[config.mk]
export PLATFORM = sky130hd
export DESIGN_NAME = apu_ctrl
export DESIGN_NICKNAME = d
export VERILOG_FILES = /design/src/rtl/apu_pkg.sv /design/src/rtl/apu_ctrl.sv
export SDC_FILE = /design/constraint.sdc
export NUM_CORES = 1
export LEC_CHECK = 0
export ABC_AREA = 1
export BUFFER_PORTS_ARGS = -buffer_cell sky130_fd_sc_hd__buf_2
export CAP_MARGIN = 20
export CORE_UTILIZATION = 35
export DETAILED_ROUTE_END_ITERATION = 10
export SYNTH_ARGS = -nofsm -noshare
export SYNTH_HDL_FRONTEND = slang
export SYNTH_SLANG_ARGS = --single-unit
[constraint.sdc]
create_clock -name i_clk -period 2.2 [get_ports i_clk]
set_clock_uncertainty 0.05 [all_clocks]
set_input_delay 0.11 -clock i_clk [delete_from_list [all_inputs] [get_ports i_clk]]
set_output_delay 0.11 -clock i_clk [all_outputs]
set_load 0.01 [all_outputs]
[src/rtl/apu_pkg.sv]
// Shared types, constants and state encodings for the Adam parameter update block.
`timescale 1ns / 1ps
`default_nettype none

package apu_pkg;

    localparam int GRAD_W  = 48;
    localparam int VEL_W   = 64;
    localparam int PARAM_W = 32;
    localparam int RATE_W  = 32;
    localparam int IDX_W   = 10;
    localparam int CFG_IDX_W = 3;
    localparam int CFG_DATA_W = 32;

    // Register indices on the configuration channel.
    localparam logic [CFG_IDX_W-1:0] REG_GRAD_SCALE   = 3'd0;
    localparam logic [CFG_IDX_W-1:0] REG_BETA_ONE     = 3'd1;
    localparam logic [CFG_IDX_W-1:0] REG_BETA_TWO     = 3'd2;
    localparam logic [CFG_IDX_W-1:0] REG_LR_INIT      = 3'd3;
    localparam logic [CFG_IDX_W-1:0] REG_LR_STEP      = 3'd4;
    localparam logic [CFG_IDX_W-1:0] REG_LR_DIV       = 3'd5;

    typedef enum logic [3:0] {
        ST_CLEAR,
        ST_IDLE,
        ST_READ,
        ST_MOM,
        ST_VEL,
        ST_SQRT,
        ST_DIV,
        ST_DELTA,
        ST_NEXT,
        ST_EPOCH,
        ST_RDIV,
        ST_OUT
    } t_state;

    // Commands from the controller to the datapath.
    typedef struct packed {
        logic clr_wr;     // write zero at the clear address
        logic load;       // capture the input beat, start reading memories
        logic sel_end;    // 0: middle game lane, 1: end game lane
        logic scale;      // scale the gradient of the selected lane
        logic mom;        // update momentum and square
        logic vel;        // velocity update
        logic sqrt_start;
        logic sqrt_step;
        logic div_start;
        logic div_step;
        logic delta;      // compute new delta and write back all three stores
        logic ep_start;   // epoch check
        logic emod_step;  // one bit of epoch remainder
        logic rdiv_start;
        logic rdiv_step;
        logic rdiv_done;
        logic emit;       // move the finished result into the output register
    } t_cmd;

    typedef struct packed {
        logic do_drop;
    } t_stat;

endpackage

`default_nettype wire

[src/rtl/apu_ctrl.sv]
// Controller: sequences clearing, the two lane updates, the epoch step, the rate drop and the output.
`timescale 1ns / 1ps
`default_nettype none

module apu_ctrl #(
    parameter int ADDR_W = 10,
    parameter int DEPTH  = 1024
) (
    input  wire                i_clk,
    input  wire                i_rst_n,
    input  wire                i_valid,
    output logic               o_ready,
    output logic               o_valid,
    input  wire                i_ready,
    input  wire apu_pkg::t_stat i_stat,
    output apu_pkg::t_cmd      o_cmd,
    output logic [ADDR_W-1:0]  o_clr_addr
);
    import apu_pkg::*;

    t_state r_state, n_state;
    logic [ADDR_W:0] r_clr, n_clr;
    logic [6:0]      r_cnt, n_cnt;
    logic            r_lane, n_lane;
    logic            r_ov, n_ov;

    assign o_clr_addr = r_clr[ADDR_W-1:0];
    assign o_valid    = r_ov;

    always_ff @(posedge i_clk) begin
        if (!i_rst_n) begin
            r_state <= ST_CLEAR;
            r_clr   <= '0;
            r_cnt   <= '0;
            r_lane  <= 1'b0;
            r_ov    <= 1'b0;
        end else begin
            r_state <= n_state;
            r_clr   <= n_clr;
            r_cnt   <= n_cnt;
            r_lane  <= n_lane;
            r_ov    <= n_ov;
        end
    end

    always_comb begin
        n_state = r_state;
        n_clr   = r_clr;
        n_cnt   = r_cnt;
        n_lane  = r_lane;
        n_ov    = r_ov && !i_ready;
        o_cmd   = '0;
        o_cmd.sel_end = r_lane;
        o_ready = 1'b0;
        case (r_state)
            ST_CLEAR: begin
                o_cmd.clr_wr = 1'b1;
                n_clr = r_clr + 1'b1;
                if (r_clr == (ADDR_W+1)'(DEPTH - 1)) n_state = ST_IDLE;
            end
            ST_IDLE: begin
                // a waiting result sits in the output register, so input is still taken
                o_ready = 1'b1;
                if (i_valid) begin
                    o_cmd.load = 1'b1;
                    n_lane  = 1'b0;
                    n_state = ST_READ;
                end
            end
            ST_READ: begin
                o_cmd.scale = 1'b1;
                n_state = ST_MOM;
            end
            ST_MOM: begin
                o_cmd.mom = 1'b1;
                n_state = ST_VEL;
            end
            ST_VEL: begin
                o_cmd.vel = 1'b1;
                n_state = ST_SQRT;
            end
            ST_SQRT: begin
                o_cmd.sqrt_start = 1'b1;
                n_cnt   = 7'd32;
                n_state = ST_DIV;
            end
            ST_DIV: begin
                if (r_cnt > 7'd0) begin
                    o_cmd.sqrt_step = 1'b1;
                    n_cnt = r_cnt - 7'd1;
                    if (r_cnt == 7'd1) n_cnt = 7'd0;
                end
                if (r_cnt == 7'd0) begin
                    o_cmd.div_start = 1'b1;
                    n_cnt   = 7'd80;
                    n_state = ST_DELTA;
                end
            end
            ST_DELTA: begin
                if (r_cnt != 7'd0) begin
                    o_cmd.div_step = 1'b1;
                    n_cnt = r_cnt - 7'd1;
                end else begin
                    o_cmd.delta = 1'b1;
                    n_state = ST_NEXT;
                end
            end
            ST_NEXT: begin
                if (!r_lane) begin
                    n_lane  = 1'b1;
                    n_state = ST_READ;
                end else begin
                    o_cmd.ep_start = 1'b1;
                    n_cnt   = 7'd16;
                    n_state = ST_EPOCH;
                end
            end
            ST_EPOCH: begin
                if (r_cnt != 7'd0) begin
                    o_cmd.emod_step = 1'b1;
                    n_cnt = r_cnt - 7'd1;
                end else if (i_stat.do_drop) begin
                    o_cmd.rdiv_start = 1'b1;
                    n_cnt   = 7'd40;
                    n_state = ST_RDIV;
                end else begin
                    n_state = ST_OUT;
                end
            end
            ST_RDIV: begin
                if (r_cnt != 7'd0) begin
                    o_cmd.rdiv_step = 1'b1;
                    n_cnt = r_cnt - 7'd1;
                end else begin
                    o_cmd.rdiv_done = 1'b1;
                    n_state = ST_OUT;
                end
            end
            ST_OUT: begin
                // wait until the previous result has left the output register
                if (!r_ov || i_ready) begin
                    o_cmd.emit = 1'b1;
                    n_ov    = 1'b1;
                    n_state = ST_IDLE;
                end
            end
            default: n_state = ST_IDLE;
        endcase
    end

endmodule

`default_nettype wire

==> flow_summary.json, run 1 <==
{
  "switchingPower_uw": 879.4,
  "syn_nets": 287,
  "arrival_ns": 1.78,
  "hpwl_mm": 3.176,
  "cts-buffers-inserted": 3,
  "fin_crit_ns": 1.936,
  "start_util": 0.3640,
  "synth.distinct_cells": 26,
  "clkPwrFrac": 0.194,
  "cts_resized": 0,
  "setup_violations": 0,
  "nets": 311,
  "routed_wl_mm": 3.936,
  "ant_nets": 0,
  "critPathKind": "register to output pin",
  "grt_pass1_wl_mm": 6.451,
  "clock_latency_ns": 0.26,
  "p_leak_nw": 0.9569,
  "slew_violations": 0,
  "internal-power_mw": 1.063,
  "hold_viol_final": 0,
  "wire_per_inst_um": 10.70,
  "cellPowerDensity_mw_per_mm2": 999.0,
  "antenna_found_initial": 0,
  "chipHeight_um": 72.09,
  "num_vias": 1690,
  "timing.fmax_mhz": 516.5,
  "fin_tns_setup_ns": 0,
  "yosysSeqAreaShare": 0.2795,
  "critPathLaunchType": "register",
  "grt_start_max_net_pins": 16,
  "syn_avg_cell_area_um2": 6.184,
  "endpoint_kind": "output pin",
  "crit_fanout": 7,
  "die_x_um": 72.09,
  "fillCellCount": 524,
  "syn2layout_area_growth_pct": 13.10,
  "min-delay-path-class": "input pin to register",
  "drt_iter0_markers": 121,
  "htreeDepth": 1,
  "cts_tree": "done",
  "postCtsHoldBufs": 0,
  "numPortBuffers": 33,
  "swShare": 0.4527,
  "relSlewSlack": 0.6853,
  "grt_pass1_vias": 1507,
  "remaining_drc_errors": 0,
  "root_buffer": "clkbuf_8",
  "coreArea_mm2": 0.004723,
  "drtPass1Iterations": 4,
  "rsz0062_at_grt": "no",
  "dieArea_mm2": 0.005196,
  "power_frac_seq": 0.293,
  "cts_sinks": 24,
  "rows": 25,
  "drive_gt1_frac": 0.1927,
  "cts_buffer_depth": 2,
  "viasPerCell": 4.592,
  "synth_seq_cells": 24,
  "maxCapViolations": 0,
  "io_pins": 34,
  "post_cts.repair.setup_buffers": 0,
  "synthCells": 278,
  "grt.overflow.total": 0,
  "yosysWarnings": 0,
  "status": "finished clean",
  "syn-cell-area_mm2": 0.001719,
  "grt_use_total": 0.1526,
  "path_clk_slew_ns": 0.08,
  "crit_required_ns": 2.04,
  "period_share": 0.8800,
  "power_frac_comb": 0.513,
  "vdd_drop_max_v": 0.0003131,
  "place_congestion": 0.8769,
  "worstMarginPinSlew_ns": 0.4715,
  "n_antenna_cell": 0,
  "design_power_total_mw": 1.942
}
-- cells in the mapped netlist --
library cell | count | area share
nor3_1 | 4 | 0.012
nor2_4 | 4 | 0.026
o22ai_1 | 1 | 0.0036
inv_2 | 5 | 0.011
nor3b_1 | 2 | 0.0087
nand2_1 | 63 | 0.14
a21oi_1 | 14 | 0.041
nor3_4 | 1 | 0.0095
ha_1 | 4 | 0.029
buf_2 | 1 | 0.0029
buf_4 | 11 | 0.048
nand4_1 | 5 | 0.018
clkbuf_1 | 2 | 0.0044
o21a_1 | 1 | 0.0044
dfxtp_1 | 24 | 0.28
nand2_2 | 4 | 0.015
a211oi_1 | 1 | 0.0044
xor2_1 | 6 | 0.031
o21ai_0 | 7 | 0.020
xnor2_1 | 2 | 0.010
nand3_2 | 3 | 0.017
nor2_2 | 4 | 0.015
o21ai_1 | 2 | 0.0058
inv_1 | 35 | 0.076
nor2_1 | 54 | 0.12
nand3_1 | 18 | 0.052
-- sequential cells by signal (all words and copies together), names as in the netlist --
| register | count |
|---|---|
| o_valid | 1 |
| r_cnt | 7 |
| r_clr | 11 |
| r_lane | 1 |
| r_state | 4 |
-- area by class of cell --
type | count | area (µm²) | share of cell area
clock buffers | 3 | 41.29 | 0.02124
multi-input cells | 200 | 993.5 | 0.5109
inverters | 40 | 150.1 | 0.07722
well taps | 67 | 83.83 | 0.04311
flip-flops and latches | 24 | 480.5 | 0.2471
clock inverters | 1 | 30.03 | 0.01544
repair buffers | 33 | 165.2 | 0.08494
-- cells by family after synthesis --
group	Yosys count	share of synthesized area
and+or+nand+nor	162	0.4287
buffers and inverters	54	0.1427
AOI/OAI and AO/OA	26	0.07934
DFF	24	0.2795
xor gates and xnor gates	8	0.04076
adders and majority gates	4	0.02911
-- through the flow --
| step | hold WS (ns) | instances | utilization | instance area [µm²] | setup WS (ns) |
|---|---|---|---|---|---|
| 3_3_place_gp | 0.3584 | 364 | 0.3966 | 1873 | 0.4259 |
| 5_1_grt | 0.09965 | 368 | 0.4117 | 1944 | 0.06983 |
| 6_report | 0.09160 | 368 | 0.4117 | 1944 | 0.2640 |
| 2_1_floorplan | 0.2517 | 278 | - | 1719 | 0.6519 |
| 4_1_cts | 0.07459 | 368 | 0.4117 | 1944 | 0.2647 |
| 3_5_place_dp | 0.3673 | 364 | 0.3966 | 1873 | 0.4341 |
-- layer usage --
layer	global-route usage	vias up	wire length [µm]
li1	-	909	-
met1	0.2053	724	1948
met2	0.2399	47	1704
met3	0.02083	10	176
met4	0.07407	0	108
met5	0	-	0
-- worst paths after layout --
kind,from,endpoint,slack [ns],cells past startpoint
worst max-delay path,r_cnt[0]$_SDFFE_PN0P_,o_cmd[3],0.26,7
worst min-delay path,i_ready,o_valid$_SDFF_PN0_,0.09,4
worst max register to register,r_cnt[0]$_SDFFE_PN0P_,r_cnt[1]$_SDFFE_PN0P_,0.41,8
worst min register to register,r_cnt[1]$_SDFFE_PN0P_,r_cnt[1]$_SDFFE_PN0P_,0.44,2
-- cell usage in the layout (no fill, tap or decap), drive strengths merged, types with 6 or more instances in the layout --
cell    n
inv    40
nand3  21
nand2  67
a21oi  14
xor2    6
dfxtp  24
nor2   62
o21ai   9
buf    33
-- power by group through the flow --
| stage | clock network, mW | registers, mW | logic [mW] |
|---|---|---|---|
| after CTS | 0.391 | 0.569 | 1.00 |
| after detailed placement | 0 | 0.579 | 0.999 |
| final | 0.376 | 0.570 | 0.996 |
| after global placement | 0 | 0.578 | 1.00 |
| after global routing | 0.411 | 0.580 | 1.14 |
| after floorplan | 0 | 0.563 | 0.809 |
-- critical path, cell delays in order, from the launching register on --
cell and delay (ns):
dfxtp_1 0.33, inv_1 0.17, ha_1 0.17, nand2_1 0.06
nor2_1 0.37, nand2_1 0.17, nor2_1 0.11, buf_2 0.13
Power figures use the tool's default switching activity.
==> run 2, diff against run 1 <==
--- a/config.mk
+++ b/config.mk
@@ -8,7 +8,7 @@
 export ABC_AREA = 1
 export BUFFER_PORTS_ARGS = -buffer_cell sky130_fd_sc_hd__buf_2
 export CAP_MARGIN = 20
-export CORE_UTILIZATION = 35
+export CORE_UTILIZATION = 30
 export DETAILED_ROUTE_END_ITERATION = 10
 export SYNTH_ARGS = -nofsm -noshare
 export SYNTH_HDL_FRONTEND = slang
==> run 2 against run 1 <==
Compared with the run above:
- utilization down 5.7 points
- critical path depth unchanged
- combinational power about the same
- sequential cell count unchanged
- clock power up 3%
- critical endpoint is now o_cmd[8]
==> flow_summary.json, run 2 (synthesis gave the netlist of run 1 again) <==
{
  "status": "finished clean",
  "critPathLaunchType": "register",
  "design_power_total_mw": 1.961,
  "endpoint_kind": "output pin",
  "htreeDepth": 1,
  "timing.fmax_mhz": 529.0,
  "cts_sinks": 24,
  "cts_tree": "done",
  "hold-worst-slack_ns": 0.08522,
  "cellPowerDensity_mw_per_mm2": 1004,
  "routed_wl_mm": 4.056,
  "p_leak_nw": 0.9576,
  "syn2layout_area_growth_pct": 13.61,
  "grt.overflow.total": 0,
  "crit_fanout": 12,
  "io_pins": 34,
  "post_cts.repair.setup_buffers": 0,
  "antenna_found_initial": 0,
  "drtPass1Iterations": 4,
  "rsz0062_at_grt": "no",
  "viasPerCell": 4.560,
  "maxCapViolations": 0,
  "nets": 311,
  "grt_pass1_vias": 1582,
  "fin_crit_ns": 1.890,
  "die_x_um": 77.70,
  "vdd_drop_max_v": 0.0002492,
  "placed_area_mm2": 0.001879,
  "drt_iter0_markers": 169,
  "utilization": 0.3547,
  "period_share": 0.8592,
  "path_cells": "inv_1, ha_1, nand2_1, inv_1, nand2_1, nor2_1, buf_2",
  "cts-buffers-inserted": 3,
  "coreArea_mm2": 0.005507,
  "min-delay-path-class": "input pin to register",
  "crit_slowest_cell": "dfxtp_1",
  "numPortBuffers": 33,
  "drive_gt1_frac": 0.1960,
  "grt_start_max_net_pins": 16,
  "worstMarginPinSlew_ns": 0.4902,
  "num_vias": 1701,
  "root_buffer": "clkbuf_8",
  "place_congestion": 0.8544,
  "fillCellCount": 600,
  "fin_tns_setup_ns": 0,
  "layout_commonest_cell": "nand2_1",
  "ant_nets": 0,
  "dieArea_mm2": 0.006037,
  "clock_latency_ns": 0.26,
  "hold_viol_final": 0,
  "n_antenna_cell": 0,
  "crit_required_ns": 2.04,
  "arrival_ns": 1.73,
  "path_clk_slew_ns": 0.09,
  "regArea_um2": 480.5,
  "top_register": "r_clr",
  "critPathKind": "register to output pin",
  "largest_reg_flops": 11,
  "remaining_drc_errors": 0,
  "layout_common_cells": "nand2_1, nor2_1, inv_1, buf_2, dfxtp_1",
  "chipHeight_um": 77.70,
  "max_stage_delay_ns": 0.33,
  "reg.largest.list": "r_clr (11), r_cnt (7), r_state (4)",
  "multi_input_area_um2": 996.0,
  "final_area_mm2": 0.001953,
  "setup_violations": 0,
  "cts_buffer_depth": 2,
  "grt_pass1_wl_mm": 6.996,
  "grt_use_total": 0.1425,
  "rows": 27,
  "wire_per_inst_um": 10.87,
  "relSlewSlack": 0.6729,
  "start_util": 0.3122,
  "slew_violations": 0,
  "hpwl_mm": 3.232
}
run 2: cell counts in the layout (fill, tap and decap cells not counted):
No cell type changed its count.
run 2: final timing paths:
check                              from                    end  slack, ns  cells after the start
hold reg to reg   r_cnt[0]$_SDFFE_PN0P_  r_cnt[0]$_SDFFE_PN0P_       0.44                      2
hold / removal                  i_ready     o_valid$_SDFF_PN0_       0.09                      4
setup / recovery  r_cnt[0]$_SDFFE_PN0P_               o_cmd[8]       0.31                      7
setup reg to reg  r_cnt[0]$_SDFFE_PN0P_  r_cnt[4]$_SDFFE_PN0P_       0.46                     11
run 2: power by group:
| group | leakage (nW) | switching (mW) | total [mW] | internal (mW) |
|---|---|---|---|---|
| Combinational | 0.727 | 0.683 | 1.01 | 0.323 |
| Clock | 0.0357 | 0.145 | 0.388 | 0.243 |
| Sequential | 0.195 | 0.0688 | 0.567 | 0.498 |
run 2: final cells by class:
class	instances	area share
multi-input combinational	200	0.5099
sequential	24	0.2460
timing repair buffer	33	0.08456
inverter	40	0.07687
tap	72	0.04612
clock buffer	3	0.02114
clock inverter	1	0.01537
run 2: stage by stage:
stage / std cells / setup WS, ns
2_1_floorplan: 278 / 0.6519
3_3_place_gp: 369 / 0.3729
3_5_place_dp: 369 / 0.3843
4_1_cts: 373 / 0.1836
5_1_grt: 373 / 0.1140
6_report: 373 / 0.3097
run 2: routing by layer:
layer  global-route usage  part of all wire  up-vias
met2               0.2133              0.42       40
li1                     -                 -      900
met3              0.02118             0.049        2
met1               0.2077              0.52      759
met4              0.04340            0.0059        0
met5                    0                 0        -
run 2: repair_timing:
item	in CTS	in global routing
hold buffers	0	0
setup endpoints to repair	0	1
gates resized for setup	0	1
run 2: critical path: cells and delay by family (launching register included):
kind          cells  cell delay (ns)
fa+ha+maj         1             0.17
buf+inv           3             0.40
flops             1             0.33
simple gates      3             0.55
==> run 3, diff against run 2 <==
--- a/config.mk
+++ b/config.mk
@@ -7,9 +7,10 @@
 export LEC_CHECK = 0
 export ABC_AREA = 1
 export BUFFER_PORTS_ARGS = -buffer_cell sky130_fd_sc_hd__buf_2
-export CAP_MARGIN = 20
 export CORE_UTILIZATION = 30
 export DETAILED_ROUTE_END_ITERATION = 10
+export GPL_TIMING_DRIVEN = 0
+export REMOVE_ABC_BUFFERS = 1
 export SYNTH_ARGS = -nofsm -noshare
 export SYNTH_HDL_FRONTEND = slang
 export SYNTH_SLANG_ARGS = --single-unit
==> run 3 against run 2 <==
Compared with the run above:
- global-route usage shrank 0.40 points
- sequential share of layout area is essentially flat
- worst setup slack got worse by 0.051 ns
- first-iteration DRC count down 48%
- non-clock buffer count unchanged
- power up 0.58%
- combinational power about the same
- worst hold slack worse by 0.027 ns
- via count down 2.2%
- highest routed layer unchanged
==> flow_summary.json, run 3 (synthesis gave the netlist of run 1 again) <==
{
  "status": "finished clean",
  "rows": 27,
  "grt_pass1_wl_mm": 6.789,
  "drive_gt1_frac": 0.1993,
  "start_util": 0.3122,
  "path_clk_slew_ns": 0.09,
  "cellPowerDensity_mw_per_mm2": 1009,
  "placed_area_mm2": 0.001879,
  "final_area_mm2": 0.001956,
  "drtPass1Iterations": 4,
  "grt_pass1_vias": 1576,
  "routed_wl_mm": 3.916,
  "n_antenna_cell": 0,
  "fin_crit_ns": 1.941,
  "fin_tns_setup_ns": 0,
  "numPortBuffers": 33,
  "nets": 311,
  "rsz0062_at_grt": "no",
  "timing.fmax_mhz": 515.2,
  "top_register": "r_clr",
  "crit_required_ns": 2.04,
  "vdd_drop_max_v": 0.0003511,
  "grt_start_max_net_pins": 16,
  "utilization": 0.3551,
  "layout_commonest_cell": "nand2_1",
  "relSlewSlack": 0.6738,
  "dieArea_mm2": 0.006037,
  "maxCapViolations": 0,
  "crit_fanout": 12,
  "worstMarginPinSlew_ns": 0.4888,
  "chipHeight_um": 77.70,
  "hpwl_mm": 3.078,
  "htreeDepth": 1,
  "io_pins": 34,
  "pre_cts_ws_ns": 0.3920,
  "die_x_um": 77.70,
  "reg.largest.list": "r_clr (11), r_cnt (7), r_state (4)",
  "hold_viol_final": 0,
  "cts_sinks": 24,
  "remaining_drc_errors": 0,
  "num_vias": 1664,
  "largest_reg_flops": 11,
  "min-delay-path-class": "input pin to register",
  "drt_iter0_markers": 88,
  "regArea_um2": 480.5,
  "grt.overflow.total": 0,
  "antenna_found_initial": 0,
  "clock_latency_ns": 0.27,
  "r2r-start": "r_cnt[0]$_SDFFE_PN0P_",
  "worst_slack_ns": 0.2591,
  "hp-start": "i_ready",
  "ant_nets": 0,
  "cts_buffer_depth": 2,
  "post_cts.repair.setup_buffers": 0,
  "place_congestion": 0.8567,
  "slew_violations": 0,
  "syn2layout_area_growth_pct": 13.76,
  "design_power_total_mw": 1.973,
  "wire_per_inst_um": 10.50,
  "critPathLaunchType": "register",
  "p_leak_nw": 0.9572,
  "cts-buffers-inserted": 3,
  "arrival_ns": 1.78,
  "fillCellCount": 598,
  "multi_input_area_um2": 998.5,
  "endpoint_kind": "output pin",
  "period_share": 0.8822,
  "crit_path_start": "r_cnt[0]$_SDFFE_PN0P_",
  "layout_common_cells": "nand2_1, nor2_1, inv_1, buf_2, dfxtp_1",
  "cts_tree": "done",
  "coreArea_mm2": 0.005507,
  "grt_use_total": 0.1385,
  "critPathKind": "register to output pin",
  "setup_violations": 0,
  "viasPerCell": 4.461,
  "root_buffer": "clkbuf_8"
}
-- run 3: layout make-up --
cell class | count | area share
Multi-Input combinational cell | 200 | 0.5106
Sequential cell | 24 | 0.2457
Timing Repair Buffer | 33 | 0.08445
Inverter | 40 | 0.07678
Tap cell | 72 | 0.04607
Clock buffer | 3 | 0.02111
Clock inverter | 1 | 0.01536
-- run 3: where the power goes --
group | internal (mW) | switching (mW) | leakage (nW)
Combinational | 0.325 | 0.689 | 0.726
Sequential | 0.498 | 0.0678 | 0.195
Clock | 0.244 | 0.149 | 0.0357
Total | 1.07 | 0.906 | 0.957
-- run 3: critical path, stage by stage (launching register included) --
cell and delay, ns:
dfxtp_1 0.37, inv_1 0.13, ha_1 0.22, nand2_1 0.10, inv_1 0.05, nand2_1 0.32, nand2_1 0.13, inv_1 0.07
buf_2 0.12
-- run 3: path summary, 6_finish.rpt --
check | to | slack (ns) | cells past startpoint
min reg2reg | r_cnt[1]$_SDFFE_PN0P_ | 0.44 | 2
min | o_valid$_SDFF_PN0_ | 0.06 | 4
max | o_cmd[4] | 0.26 | 8
max reg2reg | r_cnt[4]$_SDFFE_PN0P_ | 0.37 | 11
-- run 3: per-stage QoR --
stage / hold WS, ns / instances
final: 0.05842 / 373
after global routing: 0.08544 / 373
after CTS: 0.05785 / 373
after detailed placement: 0.3562 / 369
after global placement: 0.3549 / 369
after floorplan: 0.1804 / 264
-- run 3: routing by layer --
layer | share of wire | vias to the layer above | GRT usage
met5 | 0 | - | 0
met4 | 0.014 | 0 | 0.05472
met3 | 0.031 | 5 | 0.01059
met2 | 0.45 | 33 | 0.2327
met1 | 0.50 | 726 | 0.1825
li1 | - | 900 | -
-- run 3: timing repair --
item,in CTS,in global routing
endpoints found under the setup margin,0,2
endpoints found under the hold margin,0,0
hold buffers,0,0
gates resized for setup,0,2
